===== config.mk =====
export PLATFORM = sky130hd
export DESIGN_NAME = gb3_regs
export DESIGN_NICKNAME = d
export VERILOG_FILES = /design/src/hw/rtl/gb3_pkg.sv /design/src/hw/rtl/gb3_regs.sv
export SDC_FILE = /design/constraint.sdc
export NUM_CORES = 1
export LEC_CHECK = 0
export BUFFER_PORTS_ARGS = -buffer_cell sky130_fd_sc_hd__buf_2
export CELL_PAD_IN_SITES_DETAIL_PLACEMENT = 0
export CELL_PAD_IN_SITES_GLOBAL_PLACEMENT = 1
export CORE_ASPECT_RATIO = 0.9
export CORE_MARGIN = 10
export CORE_UTILIZATION = 23
export CTS_BUF_LIST = sky130_fd_sc_hd__clkbuf_4 sky130_fd_sc_hd__clkbuf_8
export DETAILED_ROUTE_END_ITERATION = 12
export PLACE_DENSITY = 0.6
export SKIP_LAST_GASP = 1
export SYNTH_ARGS = -nofsm -noshare
export SYNTH_HDL_FRONTEND = slang
export SYNTH_SLANG_ARGS = --single-unit

===== constraint.sdc =====
create_clock -name clk -period 1.6 [get_ports clk]
set_input_delay 0.4 -clock clk [delete_from_list [all_inputs] [get_ports clk]]
set_output_delay 0.4 -clock clk [all_outputs]
set_load 0.01 [all_outputs]

===== src/hw/rtl/gb3_pkg.sv =====
// Shared types, constants and register codes for the 3x3 Gaussian blur block.
// Used by every module in hw/rtl except gb3_ram; depends on nothing else.
package gb3_pkg;

    // Default parameter values handed to the top level.
    localparam int MAX_WIDTH_DEF   = 1024;
    localparam int WEIGHT_BITS_DEF = 16;

    // Fixed field widths.
    localparam int PIX_W     = 8;
    localparam int ROW_W     = 12;
    localparam int CFG_WID_W = 11;
    localparam int WGT_W     = 16;
    // Width used to clamp the line width against any allowed MAX_WIDTH.
    localparam int WCMP_W    = 13;

    // Configuration port geometry.
    localparam int ADDR_W = 5;
    localparam int DATA_W = 32;

    // Register indexes (byte address is 4 times the index).
    localparam logic [2:0] REG_IMAGE_WIDTH   = 3'd0;
    localparam logic [2:0] REG_IMAGE_HEIGHT  = 3'd1;
    localparam logic [2:0] REG_CORNER_WEIGHT = 3'd2;
    localparam logic [2:0] REG_EDGE_WEIGHT   = 3'd3;
    localparam logic [2:0] REG_CENTER_WEIGHT = 3'd4;

    // Register reset values.
    localparam logic [CFG_WID_W-1:0] RST_IMAGE_WIDTH   = 11'd640;
    localparam logic [ROW_W-1:0]     RST_IMAGE_HEIGHT  = 12'd480;
    localparam logic [WGT_W-1:0]     RST_CORNER_WEIGHT = 16'd741;
    localparam logic [WGT_W-1:0]     RST_EDGE_WEIGHT   = 16'd5492;
    localparam logic [WGT_W-1:0]     RST_CENTER_WEIGHT = 16'd40587;

    // Input item.
    typedef struct packed {
        logic [PIX_W-1:0] pixel_in;
        logic             flush;
    } gb3_in_t;

    // Result item.
    typedef struct packed {
        logic [PIX_W-1:0] pixel_out;
        logic             end_of_frame;
    } gb3_out_t;

    // Configuration register set.
    typedef struct packed {
        logic [CFG_WID_W-1:0] image_width;
        logic [ROW_W-1:0]     image_height;
        logic [WGT_W-1:0]     corner_weight;
        logic [WGT_W-1:0]     edge_weight;
        logic [WGT_W-1:0]     center_weight;
    } gb3_cfg_t;

    // Control that travels with a window into the weighting stage.
    typedef struct packed {
        logic             interior;
        logic             eof;
        logic [PIX_W-1:0] pass_value;
    } gb3_tag_t;

    // 3x3 neighbourhood, indexed row*3+col.
    typedef logic [8:0][PIX_W-1:0] gb3_win_t;

endpackage


===== src/hw/rtl/gb3_regs.sv =====
// APB-style configuration registers of the blur block.
// Depends on gb3_pkg for the register codes, reset values and the register struct.
module gb3_regs (
    input  logic                        clk,
    input  logic                        rst_n,
    input  logic                        psel,
    input  logic                        penable,
    input  logic                        pwrite,
    input  logic [gb3_pkg::ADDR_W-1:0]  paddr,
    input  logic [gb3_pkg::DATA_W-1:0]  pwdata,
    output logic [gb3_pkg::DATA_W-1:0]  prdata,
    output logic                        pready,
    output gb3_pkg::gb3_cfg_t           cfg
);

    gb3_pkg::gb3_cfg_t cfg_reg;
    logic [2:0]        reg_index;
    logic              wr_strobe;

    assign reg_index = paddr[4:2];
    assign wr_strobe = psel && penable && pwrite;
    assign pready    = 1'b1;

    // Register writes in the access cycle; unknown indexes are ignored.
    always_ff @(posedge clk or negedge rst_n)
    begin
        if (!rst_n)
        begin
            cfg_reg.image_width   <= gb3_pkg::RST_IMAGE_WIDTH;
            cfg_reg.image_height  <= gb3_pkg::RST_IMAGE_HEIGHT;
            cfg_reg.corner_weight <= gb3_pkg::RST_CORNER_WEIGHT;
            cfg_reg.edge_weight   <= gb3_pkg::RST_EDGE_WEIGHT;
            cfg_reg.center_weight <= gb3_pkg::RST_CENTER_WEIGHT;
        end
        else if (wr_strobe)
        begin
            case (reg_index)
                gb3_pkg::REG_IMAGE_WIDTH:
                    cfg_reg.image_width <= pwdata[gb3_pkg::CFG_WID_W-1:0];
                gb3_pkg::REG_IMAGE_HEIGHT:
                    cfg_reg.image_height <= pwdata[gb3_pkg::ROW_W-1:0];
                gb3_pkg::REG_CORNER_WEIGHT:
                    cfg_reg.corner_weight <= pwdata[gb3_pkg::WGT_W-1:0];
                gb3_pkg::REG_EDGE_WEIGHT:
                    cfg_reg.edge_weight <= pwdata[gb3_pkg::WGT_W-1:0];
                gb3_pkg::REG_CENTER_WEIGHT:
                    cfg_reg.center_weight <= pwdata[gb3_pkg::WGT_W-1:0];
                default:
                    ;
            endcase
        end
    end

    // Read-back multiplexer.
    always_comb
    begin
        case (reg_index)
            gb3_pkg::REG_IMAGE_WIDTH:
                prdata = gb3_pkg::DATA_W'(cfg_reg.image_width);
            gb3_pkg::REG_IMAGE_HEIGHT:
                prdata = gb3_pkg::DATA_W'(cfg_reg.image_height);
            gb3_pkg::REG_CORNER_WEIGHT:
                prdata = gb3_pkg::DATA_W'(cfg_reg.corner_weight);
            gb3_pkg::REG_EDGE_WEIGHT:
                prdata = gb3_pkg::DATA_W'(cfg_reg.edge_weight);
            gb3_pkg::REG_CENTER_WEIGHT:
                prdata = gb3_pkg::DATA_W'(cfg_reg.center_weight);
            default:
                prdata = '0;
        endcase
    end

    assign cfg = cfg_reg;

endmodule


Word level (Yosys, flattened, before mapping)
Cells that the tools add are included.

word-level totals
  register bits = 71
  bits of input ports = 42
  output and inout bits = 104
  word-level logic and storage cells = 18

cells by class
  equal/unequal tests = 4
  muxes and demuxes = 1
  reduce and logical (&&, ||, !) cells = 8

operator list
  cell                                                             number
  16-bit one-hot mux with 5 select lines                           1
  2-bit AND reduction                                              5
  3-bit by 2-bit == test with 1-bit output, second input constant  2
  3-bit by 1-bit == test with 1-bit output, second input constant  1
  3-bit == test, second input constant                             1
  3-bit logical NOT                                                1
  1-bit logical AND                                                2

Logic depth before layout (Yosys ltp)
  depth in word-level cells = 3
  mapped depth = 5
  mapped depth without buffers = 3

Worst setup path after synthesis
OpenSTA, ideal clock, no wires.

  path type = input -> output
  start = input port paddr[2] (netlist name)
  end = output port prdata[1] (netlist name)
  data arrival time = 1.341 ns
  data required time = 1.200 ns
  setup slack = -0.141 ns
  stages = 5
  path buffers = 2
  cells stage by stage = buf_4 buf_4 mux2_2 a32oi_1 o21ai_0

between the ends
  cells in the longest elaborated chain, start to end = 2
  elaborated cells on any way between the ends = 6
  classes of those cells = 4 x eq/ne; 1 x mux; 1 x reduce/logical

RTL lines
  item                                         line            source
  start: declaration                           gb3_regs.sv:9   input logic [gb3_pkg::ADDR_W-1:0] paddr,
  3-bit == test, or another cell as far along  gb3_regs.sv:57  case (reg_index)
  16-bit one-hot mux with 5 select lines *     gb3_regs.sv:57
  end: declaration                             gb3_regs.sv:11  output logic [gb3_pkg::DATA_W-1:0] prdata,

Mark *: on every way between the ends. The rest lies on a longest branch, timed or not.

Worst setup path in the final report
  start = input port paddr[4] (netlist name)
  end = output port prdata[10] (netlist name)

The elaborated chain is that of the path after synthesis.

==> results.json <==
{
  "run_status": "finished with violations",
  "violations": "setup timing",
  "ys_types": 28,
  "design.final.nets": 445,
  "synth_cells": 250,
  "cts_tree": "yes",
  "clock_path_buffers": 2,
  "cp_max_fo": 5,
  "cp.buffers_inverters": 4,
  "final_antenna_net_count": 0,
  "reg2regPathDepth": 3,
  "antenna_found_initial": 0,
  "overflow": 0,
  "core_mm2": 0.0149,
  "crit_cells": 7,
  "rows": 42,
  "power_frac_seq": 0.438,
  "drt-pass1-iter-count": 4,
  "cts.reportedPaths.clkPinSlew_ns": 0.08,
  "post-synth-top-area-fraction": 0.304,
  "total_leakage_power_uw": 0.00243,
  "grt_start_max_net_pins": 72,
  "largest_reg_flops": 71,
  "report.final.slew_viol_count": 0,
  "synth_flop_cell": "dfrtp_1",
  "p_total_uw": 5780,
  "synthTopCellsByCount": "mux2_2 (62), dfrtp_1 (43), dfstp_2 (28), buf_4 (22), mux2_4 (20)",
  "postSynthAreaPerCell_um2": 14.1,
  "drc": 0,
  "place_inst": 573,
  "worst_setup_path_start_kind": "primary input",
  "ys_seq_elements": 71,
  "grt_pass1_wl_um": 17600,
  "cp_data_required_time_ns": 1.20,
  "drive_above_1_share": 0.755,
  "rsz0062_at_grt": "yes",
  "clockPowerShare": 0.268,
  "hpwl_um": 8560,
  "track_usage": 0.114,
  "wl_per_cell_um": 19.6,
  "dpl_cell_area_mm2": 0.00449,
  "critPathKind": "in -> out",
  "finalCoreUtilization": 0.336,
  "vias": 2608,
  "finalSetupViolations": 16,
  "cpPeakStageDelay_ns": 0.25,
  "ir_drop_uv": 408,
  "area_growth_pct": 41.4,
  "skew_ns": 0,
  "post-route-period-util": 1.16,
  "insertion_delay_ns": 0.35,
  "synth_most_common_cell": "mux2_2",
  "hold_violations": 0,
  "path_cells": "buf_4, and2b_2, buf_12, buf_12, a22oi_2, o21ai_1, buf_2",
  "yosys_warnings": 0,
  "power_density_mw_per_mm2": 1160,
  "holdWs_ns": 0.0313,
  "holdCritPathClass": "in -> async",
  "ys_seq_area_frac": 0.513,
  "initial_core_util": 0.238,
  "fin_ws_ns": -0.250,
  "synth_edf_count": 0,
  "crit_path_end_kind": "output port",
  "numPortBuffers": 110,
  "clock-sinks": 71,
  "netlist_area_mm2": 0.00353,
  "crit_arrival_ns": 1.45,
  "die_x_um": 151,
  "first_iter_violations": 58,
  "clock_tree.htree_level_count": 3,
  "root_buffer": "clkbuf_8",
  "cp_common_cell": "buf_12",
  "yosys.area.top_type": "dfrtp_1",
  "final_area_mm2": 0.00500,
  "final_cells": 606,
  "routabilityCongestion": 0.754,
  "antennaDiodeCount": 0,
  "post-route-min-period_ns": 1.85,
  "crit_family": "buffers and inverters",
  "power_switching_uw": 1780,
  "p_int_uw": 4000,
  "vias_per_cell": 4.30,
  "grt_pass1_vias": 2889,
  "async_flop_share": 1.00,
  "cap_violations": 0,
  "power_frac_comb": 0.294,
  "io_pins": 146,
  "cts_buffers": 9,
  "slowest_stage": "and2b_2",
  "finalWirelength_um": 11900,
  "timing.fmax_mhz": 541,
  "die-area_mm2": 0.0207,
  "fp.dieH_um": 138,
  "yosys-top-cells-area": "dfrtp_1 (30%), dfstp_2 (21%), mux2_2 (20%), mux2_4 (8.5%), buf_4 (4.7%)",
  "swShare": 0.308
}
-- final timing paths --
| path | startpoint | end | slack, ns |
|---|---|---|---|
| setup / recovery | paddr[4] | prdata[10] | -0.25 |
| hold / removal | rst_n | cfg[68] | 0.03 |
| setup reg to reg | cfg[42] | cfg[42] | 0.59 |
| hold reg to reg | cfg[29] | cfg[29] | 0.54 |
| max in group asynchronous | rst_n | cfg[34] | 1.20 |
| min in group clk | pwdata[13] | cfg[13] | 0.30 |
-- through the flow --
step                      setup TNS [ns]  worst slack [ns]
after floorplan                 -0.00511          -0.00171
after global placement            -18.63            -0.389
after detailed placement          -19.81            -0.408
after CTS                          -2.88            -0.256
after global routing               -3.73            -0.322
final                              -2.61            -0.250
-- metal layers --
layer	global-route usage	vias up	wire, um
li1	-	1203	-
met1	0.132	1317	5040
met2	0.188	78	5780
met3	0.0495	10	965
met4	0.0304	0	109
met5	0	-	0
-- cell families (layout without fill, tap and decap cells) --
family	after synthesis	in the layout	share of synthesized area
simple gates	18	18	0.0425
buf+inv	33	176	0.0701
flops	71	71	0.513
compound gates	39	39	0.0761
mux	87	87	0.297
other cells	2	17	0.00212
-- timing repair --
action	in CTS	in global routing
pin swaps	5	8
gates resized for setup	25	13
cloned	1	0
setup buffers	11	5
endpoints found under the setup margin	18	16
hold buffers	0	0
-- power groups by stage --
stage	Clock (uW)	Sequential (uW)	Combinational, uW
after floorplan	0	2680	656
after global placement	0	2540	1510
after detailed placement	0	2560	1530
after CTS	1600	2520	1670
after global routing	1690	2580	1850
final	1550	2530	1700
-- cell usage in the layout, fill, tap and decap left out, drive strengths merged, types with 6 or more instances in the layout --
master  synthesis  layout
conb            2      17
o21ai          15      15
dfrtp          43      43
a32oi          11      11
buf            28     158
dfstp          28      28
mux2           82      82
clkbuf          4      12
a22oi          11      11
nand2           6       6
-- layout make-up --
type | count | area [um^2]
fill | 1504 | 9870
sequential | 71 | 1810
multi-input combinational | 161 | 1640
timing repair buffer | 159 | 1080
tap | 198 | 248
clock buffer | 12 | 159
clock inverter | 4 | 53.8
inverter | 1 | 3.75
Power figures use the tool's default switching activity.
