==> src/hw/rtl/gb3_pkg.sv <==
// Shared types, constants and register codes for the 3x3 Gaussian blur block.
// Used by every module in hw/rtl except gb3_ram; depends on nothing else.
package gb3_pkg;

    // Default parameter values handed to the top level.
    localparam int MAX_WIDTH_DEF   = 1024;
    localparam int WEIGHT_BITS_DEF = 16;

    // Fixed field widths.
    localparam int PIX_W     = 8;
    localparam int ROW_W     = 12;
    localparam int CFG_WID_W = 11;
    localparam int WGT_W     = 16;
    // Width used to clamp the line width against any allowed MAX_WIDTH.
    localparam int WCMP_W    = 13;

    // Configuration port geometry.
    localparam int ADDR_W = 5;
    localparam int DATA_W = 32;

    // Register indexes (byte address is 4 times the index).
    localparam logic [2:0] REG_IMAGE_WIDTH   = 3'd0;
    localparam logic [2:0] REG_IMAGE_HEIGHT  = 3'd1;
    localparam logic [2:0] REG_CORNER_WEIGHT = 3'd2;
    localparam logic [2:0] REG_EDGE_WEIGHT   = 3'd3;
    localparam logic [2:0] REG_CENTER_WEIGHT = 3'd4;

    // Register reset values.
    localparam logic [CFG_WID_W-1:0] RST_IMAGE_WIDTH   = 11'd640;
    localparam logic [ROW_W-1:0]     RST_IMAGE_HEIGHT  = 12'd480;
    localparam logic [WGT_W-1:0]     RST_CORNER_WEIGHT = 16'd741;
    localparam logic [WGT_W-1:0]     RST_EDGE_WEIGHT   = 16'd5492;
    localparam logic [WGT_W-1:0]     RST_CENTER_WEIGHT = 16'd40587;

    // Input item.
    typedef struct packed {
        logic [PIX_W-1:0] pixel_in;
        logic             flush;
    } gb3_in_t;

    // Result item.
    typedef struct packed {
        logic [PIX_W-1:0] pixel_out;
        logic             end_of_frame;
    } gb3_out_t;

    // Configuration register set.
    typedef struct packed {
        logic [CFG_WID_W-1:0] image_width;
        logic [ROW_W-1:0]     image_height;
        logic [WGT_W-1:0]     corner_weight;
        logic [WGT_W-1:0]     edge_weight;
        logic [WGT_W-1:0]     center_weight;
    } gb3_cfg_t;

    // Control that travels with a window into the weighting stage.
    typedef struct packed {
        logic             interior;
        logic             eof;
        logic [PIX_W-1:0] pass_value;
    } gb3_tag_t;

    // 3x3 neighbourhood, indexed row*3+col.
    typedef logic [8:0][PIX_W-1:0] gb3_win_t;

endpackage

==> src/hw/rtl/gb3_mac.sv <==
// Weighting of the 3x3 window, rounding, saturation and the output register.
// Depends on gb3_pkg; takes windows from gb3_linebuf.
module gb3_mac #(
    parameter int WEIGHT_BITS = gb3_pkg::WEIGHT_BITS_DEF
) (
    input  logic              clk,
    input  logic              rst_n,
    input  gb3_pkg::gb3_cfg_t cfg,
    input  logic              s2_valid,
    input  gb3_pkg::gb3_tag_t s2_tag,
    input  gb3_pkg::gb3_win_t s2_win,
    output logic              mac_ready,
    output logic              out_valid,
    output gb3_pkg::gb3_out_t out_data,
    input  logic              out_stall
);

    localparam int PW     = gb3_pkg::PIX_W;
    localparam int GW     = gb3_pkg::WGT_W;
    localparam int GRP_W  = PW + 2;
    localparam int PRD_W  = GRP_W + GW;
    localparam int CTR_W  = PW + GW;
    localparam int SUM_W  = PRD_W + 3;

    logic [GRP_W-1:0] corners;
    logic [GRP_W-1:0] edges;

    logic              s3_v_reg;
    gb3_pkg::gb3_tag_t s3_tag_reg;
    logic [PRD_W-1:0]  p_corner_reg;
    logic [PRD_W-1:0]  p_edge_reg;
    logic [CTR_W-1:0]  p_center_reg;

    logic              out_v_reg;
    gb3_pkg::gb3_out_t out_reg;

    logic             out_ready;
    logic [SUM_W-1:0] sum;
    logic [SUM_W-1:0] shifted;
    logic [PW-1:0]    blurred;

    assign out_ready = !out_v_reg || !out_stall;
    assign mac_ready = !s3_v_reg || out_ready;

    // Group sums of the diagonal and orthogonal neighbours.
    assign corners = GRP_W'(s2_win[0]) + GRP_W'(s2_win[2]) +
                     GRP_W'(s2_win[6]) + GRP_W'(s2_win[8]);
    assign edges   = GRP_W'(s2_win[1]) + GRP_W'(s2_win[3]) +
                     GRP_W'(s2_win[5]) + GRP_W'(s2_win[7]);

    // Product stage.
    always_ff @(posedge clk or negedge rst_n)
    begin
        if (!rst_n)
        begin
            s3_v_reg <= 1'b0;
        end
        else if (mac_ready)
        begin
            s3_v_reg <= s2_valid;
        end
    end

    always_ff @(posedge clk)
    begin
        if (mac_ready && s2_valid)
        begin
            s3_tag_reg   <= s2_tag;
            p_corner_reg <= corners * cfg.corner_weight;
            p_edge_reg   <= edges * cfg.edge_weight;
            p_center_reg <= s2_win[4] * cfg.center_weight;
        end
    end

    // Sum, round half up and saturate at full scale.
    assign sum     = SUM_W'(p_corner_reg) + SUM_W'(p_edge_reg) +
                     SUM_W'(p_center_reg) + (SUM_W'(1) << (WEIGHT_BITS - 1));
    assign shifted = sum >> WEIGHT_BITS;
    assign blurred = (shifted > SUM_W'(255)) ? {PW{1'b1}} : shifted[PW-1:0];

    // Output register.
    always_ff @(posedge clk or negedge rst_n)
    begin
        if (!rst_n)
        begin
            out_v_reg <= 1'b0;
        end
        else if (out_ready)
        begin
            out_v_reg <= s3_v_reg;
        end
    end

    always_ff @(posedge clk)
    begin
        if (out_ready && s3_v_reg)
        begin
            out_reg.pixel_out    <= s3_tag_reg.interior ? blurred : s3_tag_reg.pass_value;
            out_reg.end_of_frame <= s3_tag_reg.eof;
        end
    end

    assign out_valid = out_v_reg;
    assign out_data  = out_reg;

endmodule
==> config.mk <==
export PLATFORM = sky130hd
export DESIGN_NAME = gb3_mac
export DESIGN_NICKNAME = d
export VERILOG_FILES = /design/src/hw/rtl/gb3_pkg.sv /design/src/hw/rtl/gb3_mac.sv
export SDC_FILE = /design/constraint.sdc
export NUM_CORES = 1
export LEC_CHECK = 0
export ABC_AREA = 1
export BUFFER_PORTS_ARGS = -buffer_cell sky130_fd_sc_hd__buf_2
export CORE_MARGIN = 2
export CORE_UTILIZATION = 45
export DETAILED_ROUTE_END_ITERATION = 8
export PLACE_DENSITY_LB_ADDON = 0.3
export SLEW_MARGIN = 20
export SYNTH_ARGS = -nofsm -noshare
export SYNTH_HDL_FRONTEND = slang
export SYNTH_SLANG_ARGS = --single-unit
==> constraint.sdc <==
create_clock -name clk -period 4.61 [get_ports clk]
set_input_delay 0.2305 -clock clk [delete_from_list [all_inputs] [get_ports clk]]
set_output_delay 0.2305 -clock clk [all_outputs]
set_load 0.01 [all_outputs]
=== Word-level counts from Yosys, hierarchy flattened ===
Cells that the tools add are included.

* Order comparisons: 1
* Multiply operators: 3
* Divide/modulo/power cells: 0
* Equal/unequal tests: 0
* Muxes and demuxes: 2
* Reduce and logical (&&, ||, !) cells: 7
* Bitwise operators: 0
* Shift operators: 0
* Add/sub/neg operators: 9

{| class="wikitable"
|+ Operator list
! operator !! count
|-
| multiplier 10 x 16 -> 26 bit || 2
|-
| adder 28 x 16 -> 29 bit, second input constant || 1
|-
| adder 27 x 24 -> 28 bit || 1
|-
| adder 26 x 26 -> 27 bit || 1
|-
| multiplier 8 x 16 -> 24 bit || 1
|-
| adder 10 x 8 -> 10 bit || 2
|-
| adder 9 x 8 -> 10 bit || 2
|-
| adder 8 x 8 -> 9 bit || 2
|-
| 2-to-1 mux 8 bit || 2
|-
| greater-than comparator 13 x 8 -> 1 bit, second input constant || 1
|-
| zero test 1 bit || 3
|-
| logical AND 1 bit || 2
|-
| logical OR 1 bit || 2
|}

* Memories: 0
* Input bits: 157
* RAM bits: 0
* Output and inout bits: 11
* Word-level logic and storage cells: 32
* Memory bits (read-only): 0
* Register bits after elaboration: 97
* Bits in latches: 0

=== Depth between registers and ports, before layout ===
Gate-level depths: netlist (run 1).

* Depth in word-level cells: 6
* Depth in mapped cells: 35
* Mapped depth without buffers: 35

=== Least setup slack after synthesis (run 1) ===
Ideal clock, no wire load.

* Kind: input -> register
* Start: input port s2_win[1] in the netlist's numbering
* End: register p_corner_reg[19] (data pin)
* Slack: -2.196 ns
* Buffers on the path: 1
* Stages: 30
* Required time: 4.350 ns
* Arrival: 6.546 ns
* Setup time: 0.260 ns
* Cell sequence: inv_1 > fa_1 > fa_1 > inv_1 > ha_1 > inv_1 > fa_1 > xnor2_1 > clkbuf_1 > nand2_1 > fa_1 > inv_1 > fa_1 > inv_1 > fa_1 > inv_1 > fa_1 > inv_1 > fa_1 > inv_1 > ha_1 > a21oi_1 > o21ai_1 > a21oi_1 > o21ai_2 > nand2_1 > nand2_1 > nand2_1 > nand2_1 > xor2_1

* Longest elaborated chain between the ends: 4

{| class="wikitable"
|+ Ends and longest elaborated chain
! item !! line !! text
|-
| from (decl) || gb3_mac.sv:11 || <nowiki>input gb3_pkg::gb3_win_t s2_win,</nowiki>
|-
| adder 8 x 8 -> 9 bit || gb3_mac.sv:46 || <nowiki>assign corners = GRP_W'(s2_win[0]) + GRP_W'(s2_win[2]) +</nowiki>
|-
| adder 9 x 8 -> 10 bit || gb3_mac.sv:46 ||
|-
| adder 10 x 8 -> 10 bit || gb3_mac.sv:47 || <nowiki>GRP_W'(s2_win[6]) + GRP_W'(s2_win[8]);</nowiki>
|-
| multiplier 10 x 16 -> 26 bit || gb3_mac.sv:69 || <nowiki>p_corner_reg <= corners * cfg.corner_weight;</nowiki>
|-
| to (signal assigned) || gb3_mac.sv:69 ||
|-
| to (decl) || gb3_mac.sv:30 || <nowiki>logic [PRD_W-1:0] p_corner_reg;</nowiki>
|}

Every way passes these cells.
A chain may end at the register's enable or synchronous reset.

=== Worst setup path after layout (run 1) ===
* Start: input port s2_win[49] in the netlist's numbering
* End: register p_corner_reg[18] (data pin)

* Longest elaborated chain between the ends: 3

{| class="wikitable"
|+ Ends and longest elaborated chain
! item !! line
|-
| adder 9 x 8 -> 10 bit || gb3_mac.sv:46
|-
| adder 10 x 8 -> 10 bit || gb3_mac.sv:47
|-
| multiplier 10 x 16 -> 26 bit || gb3_mac.sv:69
|}

Every way passes these cells.

==> impl_summary.log, run 1 <==
INFO  metric run_status = complete, but fails checks
INFO  metric violated_checks = setup timing
INFO  metric asyncSetResetFlopFracSynth = 2.06%
INFO  metric wire_length_of_the_first_global_routing_pass = 90900 microns
INFO  metric critical_path.max_fanout = 6
INFO  metric data_required_time_at_the_worst_endpoint = 4.72 ns
INFO  metric holdCritStartpoint = s2_tag[8]
INFO  metric io_pins = 168
INFO  metric min_to = s3_tag_reg[8]
INFO  metric synth.net_count = 3334
INFO  metric area_growth = 27.3%
INFO  metric min_clock_period_post_route = 6.51 ns
INFO  metric path_buf_inv = 8
INFO  metric globalplace.congestion = 0.895
INFO  metric finalWirelength = 54300 microns
INFO  metric maxSlewHeadroom = 35.9%
INFO  metric number_of_enable_type_register_cells_in_the_synthesized_netlist = 95
INFO  metric worst-endpoint-arrival = 6.62 ns
INFO  metric hpwl_detailed = 45900 microns
INFO  metric grt_overflow_total = 0
INFO  metric yosys.area.top_type = sky130_fd_sc_hd__fa_1
INFO  metric worst-r2r-cell-count = 13
INFO  metric unrepaired_setup_endpoints_after_global_routing = true
INFO  metric final.hold.worst_slack = 0.0613 ns
INFO  metric insertedDiodeCount = 0
INFO  metric grt_antenna_before_repair = 0
INFO  metric layout_setup_ws = -1.90 ns
INFO  metric timing.critical_path.slowest_cell_delay = 0.57 ns
INFO  metric drt-vias-per-instance = 4.93
INFO  metric clock_skew = 0.0126 ns
INFO  metric rr_startpoint = p_center_reg[6]
INFO  metric number_of_drc_violations_after_detailed_routing = 0
INFO  metric ys_warn_count = 0
INFO  metric setup_tns_after_final_layout = -67.42 ns
INFO  metric fin_area = 0.0270 sq mm
INFO  metric synth-seq-cells = 97
INFO  metric tritoncts_num_sinks = 97
INFO  metric std_cell_rows = 79
INFO  metric synthesis.instances = 2582
INFO  metric synth_most_common_cell = sky130_fd_sc_hd__inv_1
INFO  metric die_x = 221 microns
INFO  metric grt_max_degree = 59
INFO  metric wl_per_cell = 15.2 microns
INFO  metric numPortBuffers = 144
INFO  metric clockRootBuffer = sky130_fd_sc_hd__clkbuf_16
INFO  metric drive_gt1_share = 25.7%
INFO  metric dpl_worst_slack = -2.42 ns
INFO  metric seq_area_frac_synth = 13.7%
INFO  metric floorplan_die_height = 221 microns
INFO  metric worst_path_dominant_cell_family = adder cells
INFO  metric vias_in_the_first_global_route = 18700
INFO  metric synth_top_cells_by_count = sky130_fd_sc_hd__inv_1, sky130_fd_sc_hd__nand2_1, sky130_fd_sc_hd__fa_1
INFO  metric cts_buffers = 9
INFO  metric drt_pre_antenna_iters = 5
INFO  metric timing.final.setup_violations = 43
INFO  metric post-synth-top-area-fraction = 33.9%
INFO  metric max-clock-path-buffers = 2
INFO  metric worst-setup-path-type = primary input to register
INFO  metric grt.total_usage = 22.4%
INFO  metric routed-via-count = 17700
INFO  metric synth.cell_area = 0.0212 sq mm
INFO  metric r2r_setup_slack = 1.34 ns
INFO  metric finalNetCount = 3722
INFO  metric critical_path.reg2reg.endpoint = out_data[2]
INFO  metric path_common_cell = sky130_fd_sc_hd__fa_1
INFO  metric design.core.area = 0.0466 sq mm
INFO  metric ys_types = 49
INFO  metric slew_viol_final = 0
INFO  metric cts_htree_levels = 3
INFO  metric final_hold_viol_count = 0
INFO  metric hold_path.class = primary input to register
INFO  metric max_cap_viol_count = 0
INFO  metric synthTopCellsByArea = sky130_fd_sc_hd__fa_1, sky130_fd_sc_hd__ha_1, sky130_fd_sc_hd__edfxtp_1, sky130_fd_sc_hd__inv_1, sky130_fd_sc_hd__nand2_1
INFO  metric worst_pin_slew = 0.961 ns
INFO  metric timing.critical_path.from_type = primary input
INFO  metric cts.reportedPaths.clkPinSlew = 0.08 ns
INFO  metric min_delay_path_depth = 1
INFO  metric tritoncts = done
INFO  metric placement.cell_area = 0.0251 sq mm
INFO  metric drt_iter0_drc = 1040
INFO  metric die-area = 0.0490 sq mm
INFO  metric timing.final.crit_share = 141%
INFO  metric clock.fmax = 0.154 GHz
INFO  metric timing.critical_path.slowest_stage_cell = sky130_fd_sc_hd__fa_1
INFO  metric endpoint_kind = register
INFO  metric synthesis.area_per_instance = 8.23 sq um
INFO  metric antenna_violating_nets_post_route = 0
INFO  metric yosys_most_used_dff = sky130_fd_sc_hd__edfxtp_1
INFO  metric initial_core_util = 45.6%
INFO  metric insertion_delay = 0.35 ns
worst max path at each step:
stage	start	endpoint	slack, ns	depth (start not counted)
5_1_grt	s2_win[49]	p_corner_reg[16]	-2.16	32
6_report	s2_win[49]	p_corner_reg[18]	-1.90	32
3_5_place_dp	s2_win[1]	p_corner_reg[23]	-2.42	33
4_1_cts	s2_win[49]	p_corner_reg[23]	-1.88	33
3_3_place_gp	s2_win[1]	p_corner_reg[23]	-2.31	33
2_1_floorplan	s2_win[1]	p_corner_reg[23]	-1.79	32
cells in the final DEF (no fill, tap or decap), types with 13 or more instances in the layout:
| master | n |
|---|---|
| sky130_fd_sc_hd__a21o_1 | 13 |
| sky130_fd_sc_hd__a21oi_1 | 64 |
| sky130_fd_sc_hd__a21oi_2 | 27 |
| sky130_fd_sc_hd__buf_12 | 14 |
| sky130_fd_sc_hd__buf_2 | 139 |
| sky130_fd_sc_hd__buf_4 | 244 |
| sky130_fd_sc_hd__buf_6 | 38 |
| sky130_fd_sc_hd__edfxtp_1 | 95 |
| sky130_fd_sc_hd__fa_1 | 352 |
| sky130_fd_sc_hd__ha_1 | 187 |
| sky130_fd_sc_hd__ha_4 | 46 |
| sky130_fd_sc_hd__inv_1 | 578 |
| sky130_fd_sc_hd__inv_2 | 51 |
| sky130_fd_sc_hd__nand2_1 | 502 |
| sky130_fd_sc_hd__nand2_2 | 31 |
| sky130_fd_sc_hd__nand3_1 | 55 |
| sky130_fd_sc_hd__nand4_1 | 18 |
| sky130_fd_sc_hd__nor2_1 | 209 |
| sky130_fd_sc_hd__nor2_2 | 26 |
| sky130_fd_sc_hd__nor2_4 | 14 |
| sky130_fd_sc_hd__nor3_1 | 13 |
| sky130_fd_sc_hd__o21ai_0 | 19 |
| sky130_fd_sc_hd__o21bai_1 | 14 |
| sky130_fd_sc_hd__xnor2_1 | 15 |
| sky130_fd_sc_hd__xor2_1 | 38 |
stage by stage:
step	util [%]	instances
after floorplan	-	2582
after global placement	53.9	3532
after detailed placement	53.9	3532
after CTS	56.6	3565
after global routing	58.1	3582
final	58.1	3582
area by class of cell:
type | count | area (sq um)
inverter | 637 | 2410
sequential | 97 | 2900
fill | 4062 | 19500
timing repair buffer | 439 | 3300
clock inverter | 7 | 91.3
multi-input combinational | 1786 | 17300
tap | 607 | 759
clock buffer | 9 | 225
cell families (layout without fill, tap and decap cells):
family          count (synthesis)  in the layout  synth area share [%]
compound gates                201            201                  5.50
xor+xnor                       72             72                  3.04
fa+ha+maj                     595            595                  47.8
buf+inv                       700           1092                  12.5
flops                          97             97                  13.7
simple gates                  917            918                  17.6
repair_timing:
action	CTS	global route
pin swaps	55	47
buffers inserted	17	18
gates resized for setup	156	129
hold buffers	1	0
hold endpoints to repair	2	0
gates cloned	1	1
endpoints found under the setup margin	44	44
layer usage:
metal,part of all wire (%),global-route usage (%),vias to the layer above
li1,-,-,8550
met1,46,32.2,8667
met2,48,37.6,411
met3,4.9,2.54,44
met4,0.99,2.75,0
met5,0,0,-
Power of run 1 is left out: the tool's default activity adds up to more than one toggle a clock period on the data nets, which glitch-free logic cannot reach.
==> inputs of run 2 (changes only) <==
Settings changed: TNS_END_PERCENT set to 20.
==> impl_summary.log, run 2 (synthesized netlist as in run 1, its figures left out) <==
INFO  metric run_status = complete, but fails checks (unchanged)
INFO  metric violated_checks = setup timing (unchanged)
INFO  metric clockRootBuffer = sky130_fd_sc_hd__clkbuf_16 (unchanged)
INFO  metric worst-setup-path-type = primary input to register (unchanged)
INFO  metric hold_path.class = primary input to register (unchanged)
INFO  metric data_required_time_at_the_worst_endpoint = 4.73 ns (was 4.72 ns)
INFO  metric std_cell_rows = 79 (unchanged)
INFO  metric layout_setup_ws = -1.88 ns (was -1.90 ns)
INFO  metric drt_iter0_drc = 967 (was 1040)
INFO  metric hpwl_detailed = 45300 microns (was 45900 microns)
INFO  metric final_hold_viol_count = 0 (unchanged)
INFO  metric worst-endpoint-arrival = 6.61 ns (was 6.62 ns)
INFO  metric timing.final.setup_violations = 42 (was 43)
INFO  metric timing.final.crit_share = 141% (about the same)
INFO  metric setup_tns_after_final_layout = -65.54 ns (was -67.42 ns)
INFO  metric final.fill_count = 4192 (was 4062)
INFO  metric max_cap_viol_count = 0 (unchanged)
INFO  metric slew_viol_final = 0 (unchanged)
INFO  metric grt_overflow_total = 0 (unchanged)
INFO  metric floorplan_die_height = 221 microns (unchanged)
INFO  metric placement.cell_area = 0.0248 sq mm (was 0.0251 sq mm)
INFO  metric numPortBuffers = 144 (unchanged)
INFO  metric wl_per_cell = 14.8 microns (was 15.2 microns)
INFO  metric design.core.area = 0.0466 sq mm (unchanged)
INFO  metric initial_core_util = 45.6% (unchanged)
INFO  metric wire_length_of_the_first_global_routing_pass = 89600 microns (was 90900 microns)
INFO  metric final_common_cell = sky130_fd_sc_hd__inv_1 (unchanged)
INFO  metric insertion_delay = 0.36 ns (was 0.35 ns)
INFO  metric globalplace.congestion = 0.920 (was 0.895)
INFO  metric timing.critical_path.from_type = primary input (unchanged)
INFO  metric timing.critical_path.slowest_stage_cell = sky130_fd_sc_hd__fa_1 (unchanged)
INFO  metric placed_cell_count = 3519 (was 3532)
INFO  metric cts.reportedPaths.clkPinSlew = 0.08 ns (about the same)
INFO  metric cts_buffers = 9 (unchanged)
INFO  metric timing.critical_path.slowest_cell_delay = 0.55 ns (was 0.57 ns)
INFO  metric drive_gt1_share = 22.1% (was 25.7%)
INFO  metric finalNetCount = 3696 (was 3722)
INFO  metric final.hold.worst_slack = 0.0526 ns (was 0.0613 ns)
INFO  metric grt.total_usage = 22.1% (was 22.4%)
INFO  metric die-area = 0.0490 sq mm (unchanged)
INFO  metric critical_path.max_fanout = 5 (was 6)
INFO  metric io_pins = 168 (unchanged)
INFO  metric drt_pre_antenna_iters = 6 (was 5)
INFO  metric antenna_violating_nets_post_route = 0 (unchanged)
INFO  metric finalWirelength = 52500 microns (was 54300 microns)
INFO  metric insertedDiodeCount = 0 (unchanged)
INFO  metric clock_skew = 0.0124 ns (was 0.0126 ns)
INFO  metric tritoncts_num_sinks = 97 (unchanged)
INFO  metric clock.fmax = 0.154 GHz (about the same)
INFO  metric fin_area = 0.0261 sq mm (was 0.0270 sq mm)
INFO  metric maxSlewHeadroom = 40.9% (was 35.9%)
INFO  metric vias_in_the_first_global_route = 18500 (was 18700)
INFO  metric unrepaired_setup_endpoints_after_global_routing = true (unchanged)
INFO  metric path_common_cell = sky130_fd_sc_hd__fa_1 (unchanged)
INFO  metric cts_htree_levels = 3 (unchanged)
INFO  metric endpoint_kind = register (unchanged)
INFO  metric routed-via-count = 17600 (was 17700)
INFO  metric max-clock-path-buffers = 2 (unchanged)
INFO  metric worst_pin_slew = 0.886 ns (was 0.961 ns)
INFO  metric final_cells = 3556 (was 3582)
INFO  metric grt_max_degree = 51 (was 59)
INFO  metric layout.cells.most_common_list = sky130_fd_sc_hd__inv_1, sky130_fd_sc_hd__nand2_1, sky130_fd_sc_hd__fa_1 (unchanged)
INFO  metric grt_antenna_before_repair = 0 (unchanged)
INFO  metric number_of_drc_violations_after_detailed_routing = 0 (unchanged)
INFO  metric die_x = 221 microns (unchanged)
INFO  metric min_clock_period_post_route = 6.49 ns (was 6.51 ns)
INFO  metric area_growth = 23.0% (was 27.3%)
INFO  metric tritoncts = done (unchanged)
INFO  metric drt-vias-per-instance = 4.94 (was 4.93)
## run 2: cell count changes in the layout (fill, tap and decap cells not counted), sizes merged
cell and delta:
buf -26, nand2 -1, clkinv -5, bufbuf +1, clkinvlp +2, inv +3
## run 2: what timing repair did
| item | in CTS | in global routing |
|---|---|---|
| hold buffers | 1 | 0 |
| gates resized for setup | 102 | 82 |
| endpoints found under the setup margin | 44 | 44 |
| buffers inserted | 15 | 3 |
| pin swaps | 45 | 28 |
| cloned | 1 | 1 |
| hold endpoints to repair | 2 | 0 |
## run 2: critical path, delay by kind of cell
family	cells	cell delay, ns
AO/OA/AOI/OAI	4	0.54
XOR/XNOR	1	0.14
adder cells (fa/ha/maj)	10	4.10
buffers and inverters	8	0.61
AND/OR/NAND/NOR	9	0.95
## run 2: area by class of cell
type | count | area [sq um] | share of cell area, %
clock inverter | 7 | 80.1 | 0.306
multi-input combinational | 1785 | 16800 | 64.4
sequential | 97 | 2900 | 11.1
clock buffer | 9 | 225 | 0.862
timing repair buffer | 414 | 2940 | 11.3
tap | 607 | 759 | 2.91
inverter | 637 | 2400 | 9.20
## run 2: layer usage
| layer | vias up | global-route usage [%] | part of all wire [%] |
|---|---|---|---|
| li1 | 8499 | - | - |
| met1 | 8592 | 31.9 | 47 |
| met2 | 431 | 36.5 | 47 |
| met3 | 54 | 2.72 | 5.0 |
| met4 | 0 | 3.36 | 1.3 |
| met5 | - | 0 | 0 |
## run 2: through the flow
stage	setup WS, ns	utilization [%]
floorplan	-1.81	-
global placement	-2.38	53.2
detailed placement	-2.51	53.2
CTS	-1.85	55.2
global route	-2.16	56.1
finish	-1.88	56.1
## run 2: final timing paths
path                                     start          endpoint  slack, ns  cells after the start
worst max-delay path                 s2_win[1]  p_corner_reg[21]      -1.88                     32
worst min-delay path                 s2_tag[9]     s3_tag_reg[9]       0.05                      1
worst min register to register   s3_tag_reg[8]       out_data[0]       0.43                      0
worst max register to register  p_edge_reg[20]       out_data[6]       1.27                     13
max in group asynchronous                rst_n         out_valid       4.33                      2
min in group asynchronous                rst_n          s3_v_reg       0.19                      2
Power of run 2 is left out for the same reason.
